===== src/sv/canonical_huffman_encoder_unit_assert.svh =====
// Assertion macros for the canonical Huffman encoder unit.
// Each macro expects clk and rst_n in scope at the point of use.
`ifndef CANONICAL_HUFFMAN_ENCODER_UNIT_ASSERT_SVH
`define CANONICAL_HUFFMAN_ENCODER_UNIT_ASSERT_SVH

// Condition holds at every clock edge out of reset.
`define CHU_ASSERT_ALWAYS(lbl, cond, msg) \
    lbl: assert property (@(posedge clk) disable iff (!rst_n) (cond)) else $error(msg);

// Antecedent implies consequent in the same cycle.
`define CHU_ASSERT_IMP(lbl, ante, cons, msg) \
    lbl: assert property (@(posedge clk) disable iff (!rst_n) (ante) |-> (cons)) \
        else $error(msg);

// Antecedent implies consequent in the next cycle.
`define CHU_ASSERT_NXT(lbl, ante, cons, msg) \
    lbl: assert property (@(posedge clk) disable iff (!rst_n) (ante) |=> (cons)) \
        else $error(msg);

`endif


===== src/sv/chu_ram.sv =====
// Generic single-write, single-read RAM with a registered read port.
// No dependencies.
`default_nettype none
module chu_ram #(
    parameter int WIDTH = 8,
    parameter int DEPTH = 256
) (
    input  wire logic                     clk,
    input  wire logic                     we,
    input  wire logic [$clog2(DEPTH)-1:0] waddr,
    input  wire logic [WIDTH-1:0]         wdata,
    input  wire logic                     re,
    input  wire logic [$clog2(DEPTH)-1:0] raddr,
    output logic      [WIDTH-1:0]         rdata
);

    logic [WIDTH-1:0] mem [DEPTH];

    always_ff @(posedge clk)
    begin
        if (we)
        begin
            mem[waddr] <= wdata;
        end
        if (re)
        begin
            rdata <= mem[raddr];
        end
    end

endmodule
`default_nettype wire


===== config.mk =====
export PLATFORM = sky130hd
export DESIGN_NAME = chu_ram
export DESIGN_NICKNAME = d
export VERILOG_FILES = /design/src/sv/canonical_huffman_encoder_unit_assert.svh /design/src/sv/chu_ram.sv
export SDC_FILE = /design/constraint.sdc
export NUM_CORES = 2
export LEC_CHECK = 0
export ABC_AREA = 1
export BUFFER_PORTS_ARGS = -buffer_cell sky130_fd_sc_hd__clkbuf_2
export CORE_MARGIN = 2
export CORE_UTILIZATION = 60
export CTS_CLUSTER_DIAMETER = 100
export CTS_CLUSTER_SIZE = 28
export DETAILED_ROUTE_END_ITERATION = 12
export PLACE_DENSITY = 0.77
export SLEW_MARGIN = 25
export SYNTH_ARGS = -nofsm -noshare
export SYNTH_HDL_FRONTEND = slang
export SYNTH_SLANG_ARGS = --single-unit

===== constraint.sdc =====
create_clock -name clk -period 1.8 [get_ports clk]
set_clock_uncertainty 0.1 [all_clocks]
set_input_delay 0 -clock clk [delete_from_list [all_inputs] [get_ports clk]]
set_output_delay 0 -clock clk [all_outputs]
set_load 0.05 [all_outputs]

==> run summary <==
status -> complete, but fails checks
violated checks -> setup timing
core area -> 138,000 µm²
WL/cell -> 24.9 µm
Net Sw Frac -> 22.7%
Syn Nets -> 7,030
ANT nets after route -> 0
clock root buffer -> clkbuf_16
share of layout cells above drive strength 1 -> 13.2%
io pins -> 35
Critical path origin -> mem[10][0]$_DFFE_PP_
yosys warns -> 0
crit end category -> register
vias -> 57,700
hold crit path type -> primary input to register
Congestion Overflow GR -> 0
setup bufs post-CTS -> 0
largest net degree at the start of global routing -> 75
Int Pwr -> 63,400 µW
fmax -> 531 MHz
GPL Wtd Cong -> 0.941
Sw Pwr -> 18,700 µW
final-stage net count -> 7,359
reg2reg path depth -> 10
Max Cap Violations -> 0
CTS Sinks -> 2,056
drt first pass iters -> 6
Cell Pwr Density -> 876 nW/µm²
RSZ-0062 raised after global routing -> yes
Critical Path RT -> 2210 ps
die footprint -> 142,000 µm²
Worst Setup Start Kind -> register
Cells after Synth -> 7,003
r2r endpoint -> rdata[0]$_DFFE_PP_
Layout area overhead -> 12.2%
Post-route DRC -> 0
Flop pwr share -> 64.3%
final hold violations -> 0
initial antenna violation count -> 16
DRT iter0 DRCs -> 9,519
commonest non-fill, non-tap cell in the layout -> nand2_1
All-Layer GR Usage -> 31.8%
Slew headroom -> 42.1%
CTS clk-pin slew, worst paths -> 100 ps
CTS tree -> built
H-tree depth -> 3
vias in the first global route -> 54,600
first-pass GRT wire length -> 337,000 µm
CP max FO -> 1
part of the power in combinational logic -> 8.8%
Layout Cells excl Fill -> 9,139
Mapped Area -> 83,500 µm²
DIE HEIGHT -> 377 µm
Vias/cell -> 6.31
PortBufs -> 34
register area share after synthesis -> 74.0%
distinct cell type count after synthesis -> 13
chip width -> 377 µm
starting density of the core -> 60.6%
most frequent cells in the layout -> nand2_1 (2,114), edfxtp_1 (2,056), nand3_1 (1,863)
Placed Cells -> 9,023
worst hold slack -> 66.7 ps
Longest Clk Path Bufs -> 3
worst r2r src -> mem[10][0]$_DFFE_PP_
WS Path Type -> register to register
crit path capture -> rdata[0]$_DFFE_PP_
final worst-path setup slack -> -84.2 ps
Reg2Reg Setup Slack -> -80 ps
Worst EP arrival -> 2290 ps
worst slew pin tran -> 867 ps
HPWL after DPL -> 142,000 µm
wirelength, routed -> 227,000 µm
maximum vdd drop -> 0.000876 V
Rows -> 136
Clk pwr share -> 27.0%
total CTS buffers -> 83
minimum clock period -> 1880 ps
average cell area after synthesis -> 11.9 µm²
final critical-path share of the clock period -> 105%
Slew Viols, Final -> 0
Seq cells post-synth -> 2,056
setup violators final -> 5
P_leak -> 0.0333 µW
clock latency on the worst-skew pair -> 760 ps
[cells by family after synthesis]
logic type | after synthesis | synth area share (%)
buffers and inverters | 522 | 3.12
AND/OR/NAND/NOR | 4425 | 22.9
flip-flops | 2056 | 74.0
[power by group through the flow]
stage	combinational (µW)	clock (µW)	sequential, µW
floorplan	3260	0	53900
global placement	6550	0	53800
detailed placement	6710	0	53800
CTS	6910	22200	52800
global route	7610	23600	52800
finish	7180	22100	52800
[worst min path at each step]
stage,to,startpoint,slack [ps],depth (start not counted)
3_5_place_dp,mem[120][4]$_DFFE_PP_,wdata[4],280,1
6_report,mem[206][4]$_DFFE_PP_,waddr[2],70,6
2_1_floorplan,mem[0][0]$_DFFE_PP_,wdata[0],-1,0
3_3_place_gp,mem[115][4]$_DFFE_PP_,wdata[4],280,1
5_1_grt,mem[205][2]$_DFFE_PP_,waddr[2],110,6
4_1_cts,mem[160][1]$_DFFE_PP_,waddr[3],30,7
[sequential cells by signal (all words and copies together), names as in the netlist]
signal and count:
rdata 8, mem 2048
[layer usage]
| layer | track usage (%) | wire, µm | vias to the layer above |
|---|---|---|---|
| met3 | 6.83 | 29500 | 581 |
| met5 | 0 | 89 | - |
| met4 | 13.9 | 10400 | 14 |
| met2 | 50.0 | 106000 | 4039 |
| li1 | - | - | 25300 |
| met1 | 43.3 | 81300 | 27700 |
[stage by stage]
step / power, µW / setup WS (ps) / util (%) / TNS, ps / instance area, µm²
finish: 82100 / -84.2 / 68.0 / -204 / 93700
global route: 84000 / -102 / 68.0 / -575 / 93700
CTS: 81900 / -7.23 / 67.6 / -27.3 / 93200
detailed placement: 60600 / -745 / 65.6 / -4990 / 90400
global placement: 60400 / -739 / 65.6 / -4750 / 90400
floorplan: 57200 / 209 / - / 0 / 83500
[final cells by class]
class / count / area (µm²)
diodes: 9 / 22.5
clock buffers: 85 / 2130
clock inverters: 4 / 37.5
fillers: 9250 / 44100
inverters: 39 / 180
multi-input cells: 4425 / 20100
flip-flops and latches: 2056 / 61700
well taps: 1794 / 2240
repair buffers: 727 / 7260
[cells in the mapped netlist]
library cell | instances | area [µm²]
buf_6 | 16 | 180
inv_4 | 1 | 6.26
buf_1 | 40 | 150
nand3_1 | 2019 | 10100
buf_8 | 1 | 15.0
edfxtp_1 | 2056 | 61700
clkbuf_1 | 112 | 420
inv_1 | 36 | 135
nor2_1 | 283 | 1060
buf_2 | 268 | 1340
nand2_1 | 2123 | 7970
inv_2 | 2 | 7.51
buf_4 | 46 | 345
[worst max-delay path: stages (launching register included)]
cell and delay [ps]:
edfxtp_1 380, nand2_1 90, nand3_1 90, nand3_1 120
nand3_1 160, nand3_1 190, nand3_1 200, nand3_1 140
nand2_1 60, nand2_1 50, nand2_1 60
[repair_timing]
| action | in CTS | in global routing |
|---|---|---|
| hold buffers | 18 | 0 |
| gates resized for setup | 105 | 84 |
| pin swaps | 7 | 18 |
| cloned | 0 | 0 |
| endpoints found under the setup margin | 10 | 24 |
| endpoints found under the hold margin | 2123 | 0 |
Power figures use the tool's default switching activity.
